## config.mk

```make
export PLATFORM = sky130hd
export DESIGN_NAME = snr_engine
export DESIGN_NICKNAME = d
export VERILOG_FILES = /design/src/rtl/core/snr_pkg.sv /design/src/rtl/core/snr_engine.sv
export SDC_FILE = /design/constraint.sdc
export NUM_CORES = 1
export LEC_CHECK = 0
export ABC_AREA = 1
export ABC_CLOCK_PERIOD_IN_PS = 6570
export BUFFER_PORTS_ARGS = -buffer_cell sky130_fd_sc_hd__buf_4
export CORE_AREA = 4 4 148 150
export CTS_CLUSTER_SIZE = 28
export DETAILED_ROUTE_END_ITERATION = 7
export DIE_AREA = 0 0 152 154
export GPL_TIMING_DRIVEN = 0
export PLACE_DENSITY = 0.56
export SETUP_SLACK_MARGIN = 0.3
export SLEW_MARGIN = 5
export SYNTH_ARGS = -nofsm -noshare
export SYNTH_HDL_FRONTEND = slang
export SYNTH_SLANG_ARGS = --single-unit
export TNS_END_PERCENT = 1
```

## constraint.sdc

```tcl
create_clock -name clk -period 6.57 [get_ports clk]
set_clock_uncertainty 0.05 [all_clocks]
set_input_delay 0 -clock clk [delete_from_list [all_inputs] [get_ports clk]]
set_output_delay 0 -clock clk [all_outputs]
set_load 0.01 [all_outputs]
```

## src/rtl/core/snr_pkg.sv

```systemverilog
// Shared types and constants of the sequence number resequencer.
// Used by the slot engine, the top level and the port checker.
package snr_pkg;

  localparam int SEQ_W      = 8;
  localparam int SEQ_SLOTS  = 256;
  localparam int RESULT_CAP = 64;
  localparam int CNT_W      = 7;
  localparam int MAX_HELD_W = 6;
  localparam logic [MAX_HELD_W-1:0] MAX_HELD_RST = 6'd32;

  // One slot of the reorder memory
  typedef struct packed {
    logic        valid;
    logic [15:0] length;
    logic [15:0] tag;
  } snr_slot_t;

  // Per-source bookkeeping word
  typedef struct packed {
    logic             known;
    logic [SEQ_W-1:0] last;
    logic [CNT_W-1:0] cnt;
  } snr_src_state_t;

  // One delivered descriptor
  typedef struct packed {
    logic [1:0]       source;
    logic [SEQ_W-1:0] seq;
    logic [15:0]      tag;
    logic [15:0]      length;
    logic             after_gap;
    logic             last;
  } snr_result_t;

  typedef enum logic [2:0] {
    ST_CLEAR,
    ST_IDLE,
    ST_LOAD,
    ST_RUN_RD,
    ST_RUN_CHK,
    ST_SRCH_RD,
    ST_SRCH_CHK,
    ST_FLUSH
  } snr_state_t;

endpackage

```

## src/rtl/core/snr_engine.sv

```systemverilog
// Resequencing engine: read-modify-write sequencer over the slot and source RAMs.
// Depends on snr_pkg; drives two snr_ram instances owned by the top level.
module snr_engine
  import snr_pkg::*;
#(
  parameter int SOURCES = 4,
  parameter int SRC_W   = 2,
  parameter int AW      = 10
) (
  input  logic                  clk,
  input  logic                  rst_n,
  input  logic                  in_valid,
  output logic                  in_ready,
  input  logic [1:0]            in_source,
  input  logic [SEQ_W-1:0]      in_seq,
  input  logic [15:0]           in_tag,
  input  logic [15:0]           in_length,
  input  logic [MAX_HELD_W-1:0] max_held,
  output logic                  slot_rd_en,
  output logic [AW-1:0]         slot_rd_addr,
  input  snr_slot_t             slot_rd_data,
  output logic                  slot_wr_en,
  output logic [AW-1:0]         slot_wr_addr,
  output snr_slot_t             slot_wr_data,
  output logic                  src_rd_en,
  output logic [SRC_W-1:0]      src_rd_addr,
  input  snr_src_state_t        src_rd_data,
  output logic                  src_wr_en,
  output logic [SRC_W-1:0]      src_wr_addr,
  output snr_src_state_t        src_wr_data,
  input  logic                  out_free,
  output logic                  res_push,
  output snr_result_t           res
);

  localparam int SLOT_DEPTH = SOURCES * SEQ_SLOTS;
  localparam logic [CNT_W-1:0] CAP = CNT_W'(RESULT_CAP);

  snr_state_t       state_r, state_nxt;
  logic [AW-1:0]    clr_r, clr_nxt;
  logic             pend_valid_r, pend_valid_nxt;
  snr_result_t      pend_r, pend_nxt;
  logic [1:0]       src_r, src_nxt;
  logic [SEQ_W-1:0] seq_r, seq_nxt;
  logic [15:0]      tag_r, tag_nxt;
  logic [15:0]      len_r, len_nxt;
  logic [SEQ_W-1:0] pos_r, pos_nxt;
  logic [SEQ_W-1:0] last_r, last_nxt;
  logic [CNT_W-1:0] cnt_r, cnt_nxt;
  logic [CNT_W-1:0] n_r, n_nxt;
  logic [SEQ_W-1:0] srch_r, srch_nxt;
  logic             first_r, first_nxt;
  logic             gap_r, gap_nxt;
  logic             phase_r, phase_nxt;

  logic [SRC_W-1:0] src_idx;
  logic             in_src_ok;
  logic [CNT_W-1:0] cnt_base;

  assign src_idx   = SRC_W'(src_r);
  assign in_src_ok = 32'(in_source) < SOURCES;
  assign cnt_base  = (slot_rd_data.valid && src_rd_data.cnt != '0) ?
                     src_rd_data.cnt - 1'b1 : src_rd_data.cnt;

  always_ff @(posedge clk) begin
    if (!rst_n) begin
      state_r      <= ST_CLEAR;
      clr_r        <= '0;
      pend_valid_r <= 1'b0;
    end else begin
      state_r      <= state_nxt;
      clr_r        <= clr_nxt;
      pend_valid_r <= pend_valid_nxt;
    end
  end

  always_ff @(posedge clk) begin
    pend_r  <= pend_nxt;
    src_r   <= src_nxt;
    seq_r   <= seq_nxt;
    tag_r   <= tag_nxt;
    len_r   <= len_nxt;
    pos_r   <= pos_nxt;
    last_r  <= last_nxt;
    cnt_r   <= cnt_nxt;
    n_r     <= n_nxt;
    srch_r  <= srch_nxt;
    first_r <= first_nxt;
    gap_r   <= gap_nxt;
    phase_r <= phase_nxt;
  end

  always_comb begin
    state_nxt      = state_r;
    clr_nxt        = clr_r;
    pend_valid_nxt = pend_valid_r;
    pend_nxt       = pend_r;
    src_nxt        = src_r;
    seq_nxt        = seq_r;
    tag_nxt        = tag_r;
    len_nxt        = len_r;
    pos_nxt        = pos_r;
    last_nxt       = last_r;
    cnt_nxt        = cnt_r;
    n_nxt          = n_r;
    srch_nxt       = srch_r;
    first_nxt      = first_r;
    gap_nxt        = gap_r;
    phase_nxt      = phase_r;

    in_ready     = 1'b0;
    slot_rd_en   = 1'b0;
    slot_rd_addr = {src_idx, pos_r};
    slot_wr_en   = 1'b0;
    slot_wr_addr = {src_idx, pos_r};
    slot_wr_data = '0;
    src_rd_en    = 1'b0;
    src_rd_addr  = src_idx;
    src_wr_en    = 1'b0;
    src_wr_addr  = src_idx;
    src_wr_data  = '{known: 1'b1, last: last_r, cnt: cnt_r};
    res_push     = 1'b0;
    res          = pend_r;

    case (state_r)
      ST_CLEAR: begin
        slot_wr_en   = 1'b1;
        slot_wr_addr = clr_r;
        src_wr_en    = 1'b1;
        src_wr_addr  = clr_r[SRC_W-1:0];
        src_wr_data  = '0;
        clr_nxt      = clr_r + 1'b1;
        if (clr_r == AW'(SLOT_DEPTH - 1)) begin
          state_nxt = ST_IDLE;
        end
      end
      ST_IDLE: begin
        in_ready = 1'b1;
        // zero length or unknown source: drop without touching state
        if (in_valid && in_length != '0 && in_src_ok) begin
          src_nxt      = in_source;
          seq_nxt      = in_seq;
          tag_nxt      = in_tag;
          len_nxt      = in_length;
          src_rd_en    = 1'b1;
          src_rd_addr  = SRC_W'(in_source);
          slot_rd_en   = 1'b1;
          slot_rd_addr = {SRC_W'(in_source), in_seq};
          state_nxt    = ST_LOAD;
        end
      end
      ST_LOAD: begin
        slot_wr_en   = 1'b1;
        slot_wr_addr = {src_idx, seq_r};
        slot_wr_data = '{valid: 1'b1, length: len_r, tag: tag_r};
        pos_nxt      = src_rd_data.known ? src_rd_data.last + 1'b1 : seq_r;
        last_nxt     = src_rd_data.last;
        cnt_nxt      = cnt_base + 1'b1;
        n_nxt        = '0;
        first_nxt    = 1'b1;
        gap_nxt      = 1'b0;
        phase_nxt    = 1'b0;
        state_nxt    = ST_RUN_RD;
      end
      ST_RUN_RD: begin
        slot_rd_en = 1'b1;
        state_nxt  = ST_RUN_CHK;
      end
      ST_RUN_CHK: begin
        if (slot_rd_data.valid && n_r != CAP) begin
          // hold here while the previous result cannot leave
          if (!pend_valid_r || out_free) begin
            res_push       = pend_valid_r;
            pend_valid_nxt = 1'b1;
            pend_nxt       = '{source: src_r, seq: pos_r, tag: slot_rd_data.tag,
                               length: slot_rd_data.length,
                               after_gap: gap_r && first_r, last: 1'b0};
            slot_wr_en     = 1'b1;
            cnt_nxt        = (cnt_r != '0) ? cnt_r - 1'b1 : cnt_r;
            last_nxt       = pos_r;
            pos_nxt        = pos_r + 1'b1;
            n_nxt          = n_r + 1'b1;
            first_nxt      = 1'b0;
            state_nxt      = ST_RUN_RD;
          end
        end else if (!phase_r && cnt_r > CNT_W'(max_held) && n_r != CAP) begin
          // expected slot is empty: search onward from the one after it
          pos_nxt   = last_r + 2'd2;
          srch_nxt  = '0;
          state_nxt = ST_SRCH_RD;
        end else begin
          state_nxt = ST_FLUSH;
        end
      end
      ST_SRCH_RD: begin
        slot_rd_en = 1'b1;
        state_nxt  = ST_SRCH_CHK;
      end
      ST_SRCH_CHK: begin
        if (slot_rd_data.valid) begin
          // read data holds, so the run check can use it directly
          gap_nxt   = 1'b1;
          first_nxt = 1'b1;
          phase_nxt = 1'b1;
          state_nxt = ST_RUN_CHK;
        end else if (srch_r == '1) begin
          state_nxt = ST_FLUSH;
        end else begin
          pos_nxt   = pos_r + 1'b1;
          srch_nxt  = srch_r + 1'b1;
          state_nxt = ST_SRCH_RD;
        end
      end
      ST_FLUSH: begin
        src_wr_en = 1'b1;
        if (!pend_valid_r) begin
          state_nxt = ST_IDLE;
        end else if (out_free) begin
          res_push       = 1'b1;
          res.last       = 1'b1;
          pend_valid_nxt = 1'b0;
          state_nxt      = ST_IDLE;
        end
      end
      default: begin
        state_nxt = ST_IDLE;
      end
    endcase
  end

endmodule

```

After elaboration in Yosys (flattened, before gate mapping). Index checks and enable logic that the tools add are counted.

Add/sub/neg operators: 9. $mul: 0. Div/mod/pow operators: 0. Magnitude comparators: 1. Eq/ne operators: 23. Shift operators: 0. Multiplexer cells: 65. Bitwise gates (word level): 0. Reduce and logical (&&, ||, !) cells: 31.

Operators by type and width (count): 8-bit 2-to-1 mux (12); 7-bit 2-to-1 mux (6); 33-bit 2-to-1 mux (1); 8-bit one-hot mux with 2 select lines (2); 7-bit one-hot mux with 2 select lines (2); 8-bit by 1-bit adder with 8-bit output (second input constant) (3); 3-bit one-hot mux with 8 select lines (1); 8-bit one-hot mux with 3 select lines (1); 10-bit 2-to-1 mux (2); 2-bit != test (second input constant) (10); 10-bit one-hot mux with 2 select lines (1); 1-bit 2-to-1 mux (18); 3-bit 2-to-1 mux (6); 16-bit 2-to-1 mux (1); 16-bit nonzero test (1); 7-bit by 1-bit adder with 7-bit output (second input constant) (2); 7-bit nonzero test (2); 7-bit by 1-bit subtractor with 7-bit output (second input constant) (2); 3-bit == test (second input constant) (4); 2-bit 2-to-1 mux (6); 4-bit AND reduction (3); 10-bit by 1-bit adder with 10-bit output (second input constant) (1); 10-bit == test (second input constant) (1); 1-bit one-hot mux with 2 select lines (5); 18 further kinds (36).

Bits in registers: 139. Latch bits: 0. Bits in writable memories: 0. ROM bits: 0. Input port bits: 101. Output and inout bits: 123. Logic and storage cells: 148. Memories: 0.

Longest topological paths before layout.
Depth in word-level cells: 6. Mapped depth: 15.

Least setup slack after synthesis. No wires, ideal clock.

Kind: register to register. Start point: reg n_r[0]. End point: reg pend_r, in the netlist res[10] (enable). Library setup time: 0.443 ns. Data arrival time: 2.788 ns. Required time: 6.077 ns. Slack: 3.288 ns. Stages on the path, launching flop included: 8. Path buffers: 0. Clock period less this slack: 3.282 ns. Cell sequence: edfxtp_1 > inv_1 > ha_1 > nand4_1 > nand2_1 > inv_1 > nand2_4 > nor2_1.

Longest elaborated chain between the ends: 3.

RTL lines: start: declaration (RTL line snr_engine.sv:50) `logic [CNT_W-1:0] n_r, n_nxt;`; start signal: assignment (RTL line snr_engine.sv:86) `n_r <= n_nxt;`; 7-bit != test (RTL line snr_engine.sv:170) `if (slot_rd_data.valid && n_r != CAP) begin`; 1-bit logical AND (RTL line snr_engine.sv:170); 3-bit AND reduction (no line); end signal: assignment (RTL line snr_engine.sv:78) `pend_r <= pend_nxt;`; end: declaration (RTL line snr_engine.sv:42) `snr_result_t pend_r, pend_nxt;`.

No other way between the ends. A chain may end at the register's enable or synchronous reset.

Worst setup path after layout.
Start point: reg state_r[0]. End point: out slot_rd_addr[7].

Longest elaborated chain between the ends: 2.

RTL lines: start: declaration (RTL line snr_engine.sv:39) `snr_state_t state_r, state_nxt;`; start signal: assignment (RTL line snr_engine.sv:71) `state_r <= state_nxt;`; 3-bit by 1-bit == test with 1-bit output (RTL line snr_engine.sv:125) `case (state_r)`; 10-bit 2-to-1 mux (RTL line snr_engine.sv:125); end: declaration (RTL line snr_engine.sv:20) `output logic [AW-1:0] slot_rd_addr,`.

No other way between the ends.

==> flow_metrics.env <==
export IMPL_power_leakage_nw=4.64
export IMPL_critPathCaptureType="primary output"
export IMPL_finalHoldViolCount=0
export IMPL_crit_start="state_r[0]"
export IMPL_setup_tns_ps=0
export IMPL_slew_violations=0
export IMPL_fp_dieH_um=154
export IMPL_grt_pass1_vias=6132
export IMPL_vias=6175
export IMPL_synth_seq_cells=139
export IMPL_path_max_fanout=50
export IMPL_ys_warn_count=0
export IMPL_routedWlPerCell_um=15.2
export IMPL_fmax_mhz=389
export IMPL_switchingPower_mw=1.37
export IMPL_antenna_found_initial=0
export IMPL_regToRegStartpoint="n_r[0]"
export IMPL_syn_to_final_growth_pct=49.0
export IMPL_combPwrFrac_pct=39.1
export IMPL_hold_class="in2reg"
export IMPL_synth_edf_count=123
export IMPL_synth_cells=749
export IMPL_port_buffers=223
export IMPL_antenna_cells=0
export IMPL_grt_max_degree=51
export IMPL_slew_headroom_pct=39.3
export IMPL_worstMarginPinSlew_ps=903
export IMPL_syn_avg_cell_area_um2=9.42
export IMPL_maxCapViolations=0
export IMPL_core_mm2=0.0207
export IMPL_clk_latency_ps=430
export IMPL_path_clk_slew_ps=60
export IMPL_dp_slack_ps=4020
export IMPL_dieArea_mm2=0.0234
export IMPL_root_buffer="clkbuf_16"
export IMPL_crit_required_ps=6520
export IMPL_grt_usage_pct=17.6
export IMPL_final_util_pct=50.8
export IMPL_path_class="reg2out"
export IMPL_swShare_pct=37.6
export IMPL_period_needed_ps=2570
export IMPL_dieWidth_um=152
export IMPL_post_dp_cell_area_mm2=0.00913
export IMPL_cts_buffer_depth=2
export IMPL_gp_congestion=0.861
export IMPL_power_density_mw_per_mm2=347
export IMPL_hold_start="out_free"
export IMPL_synthTopCellsByArea="edfxtp_1 (52%), nand2_1 (7.2%), nor2_1 (6.2%)"
export IMPL_yosysTopAreaCell="edfxtp_1"
export IMPL_routed_wl_um=20800
export IMPL_synth_async_reset_ratio_pct=0
export IMPL_syn_nets=866
export IMPL_post_cts_setup_buffers=0
export IMPL_place_hpwl_um=15700
export IMPL_layout_setup_ws_ps=4000
export IMPL_drt_iter0_markers=331
export IMPL_fin_crit_sh_pct=39.1
export IMPL_fin_nets=1193
export IMPL_cts_tree="done"
export IMPL_netlist_area_leader_share_pct=52.3
export IMPL_synthDistinctLibCells=42
export IMPL_route_detailed_drc=0
export IMPL_p_seq_share_pct=36.0
export IMPL_fp_row_count=53
export IMPL_setup_viol=0
export IMPL_synth_yosys_seq_area_share_pct=56.9
export IMPL_vias_per_cell=4.53
export IMPL_fin_area_mm2=0.0105
export IMPL_startpoint_type="flop"
export IMPL_internal_power_mw=2.28
export IMPL_cts_buffers=17
export IMPL_grt_overflow_total=0
export IMPL_rsz0062_at_grt="false"
export IMPL_firstDrtPassIters=5
export IMPL_power_share_clock_pct=24.9
export IMPL_ir_worst_vdd_mv=0.223
export IMPL_htreeDepth=4
export IMPL_status="finished clean"
export IMPL_worstPathArrival_ps=2520
export IMPL_cts_resized=0
export IMPL_ios=224
export IMPL_grt_pass1_wl_um=32700
export IMPL_syn_cell_area_mm2=0.00706
export IMPL_ant_nets=0
export IMPL_synthFlopType="edfxtp_1"
export IMPL_start_util_pct=34.1
export IMPL_drive_gt1_share_pct=28.9
export IMPL_fillCellCount=1954
export IMPL_clock_sinks=139
==> cells by family after synthesis <==
family	synth area share [%]
AOI/OAI and AO/OA	8.81
xor gates and xnor gates	2.36
adders and majority gates	2.84
buffers and inverters	7.73
DFF	56.9
muxes	0.319
and+or+nand+nor	21.1
==> path summary, 6_finish.rpt <==
| path | end | slack, ps | depth (start not counted) |
|---|---|---|---|
| setup / recovery | slot_rd_addr[7] | 4000 | 9 |
| hold / removal | state_r[2] | 30 | 4 |
| setup reg to reg | pos_r[4] | 4070 | 7 |
| hold reg to reg | res[42] | 410 | 0 |
==> critical path, cell delays in order, from the launching register on <==
cell and delay (ps):
dfxtp_1 400, inv_2 80, or2_4 250, nor2_4 140, inv_2 80, nor2_8 220, buf_6 430, nand2_1 90
o21ai_1 190, buf_4 180
==> layer usage <==
layer	GRT usage [%]	wire, um	vias up
met2	30.0	10500	159
met4	5.69	387	0
met1	22.1	8890	2853
met3	4.11	1020	26
met5	0	0	-
li1	-	-	3137
==> through the flow <==
step | hold slack (ps) | total power, mW | instances
finish | 25.8 | 3.65 | 1364
global route | 33.4 | 3.89 | 1364
CTS | 1.91 | 3.69 | 1364
detailed placement | 129 | 2.73 | 1249
global placement | 128 | 2.71 | 1247
floorplan | 48.9 | 2.05 | 749
==> cell type report <==
cell class | instances | area, um2 | area share, %
sequential | 139 | 4010 | 38.2
timing repair buffer | 308 | 2540 | 24.1
multi-input combinational | 473 | 2510 | 23.9
inverter | 122 | 460 | 4.38
clock buffer | 17 | 425 | 4.04
tap | 275 | 344 | 3.27
clock inverter | 15 | 135 | 1.28
buffer | 15 | 85.1 | 0.809
==> layout by cell type (no fill, tap or decap), types with 12 or more instances in the layout <==
cell           synthesis  layout
nand2_1              136     136
clkbuf_16              0      17
nand3_1               32      32
a21oi_1               24      24
buf_4                  3     226
edfxtp_1             123     123
xor2_1                12      12
dfxtp_1               16      16
o21ai_0               40      40
nor3_1                14      14
dlygate4sd3_1          0      83
ha_1                  16      16
nor2_1               117     115
inv_1                108     108
==> flip-flops by register name, indices dropped and copies added, names as in the netlist, 2 cells and up <==
register  cells
cnt_r         7
tag_r        16
seq_r         8
len_r        16
n_r           7
srch_r        8
pos_r         8
state_r       3
clr_r        10
last_r        8
src_idx       2
res          43
==> cells in the mapped netlist (12+ instances only) <==
| library cell | number |
|---|---|
| o21ai_0 | 40 |
| xor2_1 | 12 |
| edfxtp_1 | 123 |
| ha_1 | 16 |
| a21oi_1 | 24 |
| dfxtp_1 | 16 |
| nand3_1 | 32 |
| inv_1 | 108 |
| nand2_1 | 136 |
| nor2_1 | 117 |
| nor3_1 | 14 |
==> repair_timing <==
action / 4_1_cts / 5_1_grt
hold buffers: 83 / 0
endpoints found under the hold margin: 95 / 0
setup endpoints to repair: 0 / 0
==> power groups by stage <==
stage                     clock network [mW]  logic (mW)  registers (mW)
final                                  0.910        1.43            1.31
after detailed placement                   0        1.40            1.33
after global routing                   0.964        1.59            1.34
after CTS                              0.929        1.45            1.31
after global placement                     0        1.38            1.33
after floorplan                            0       0.748            1.30
(Power assumes the default switching activity.)
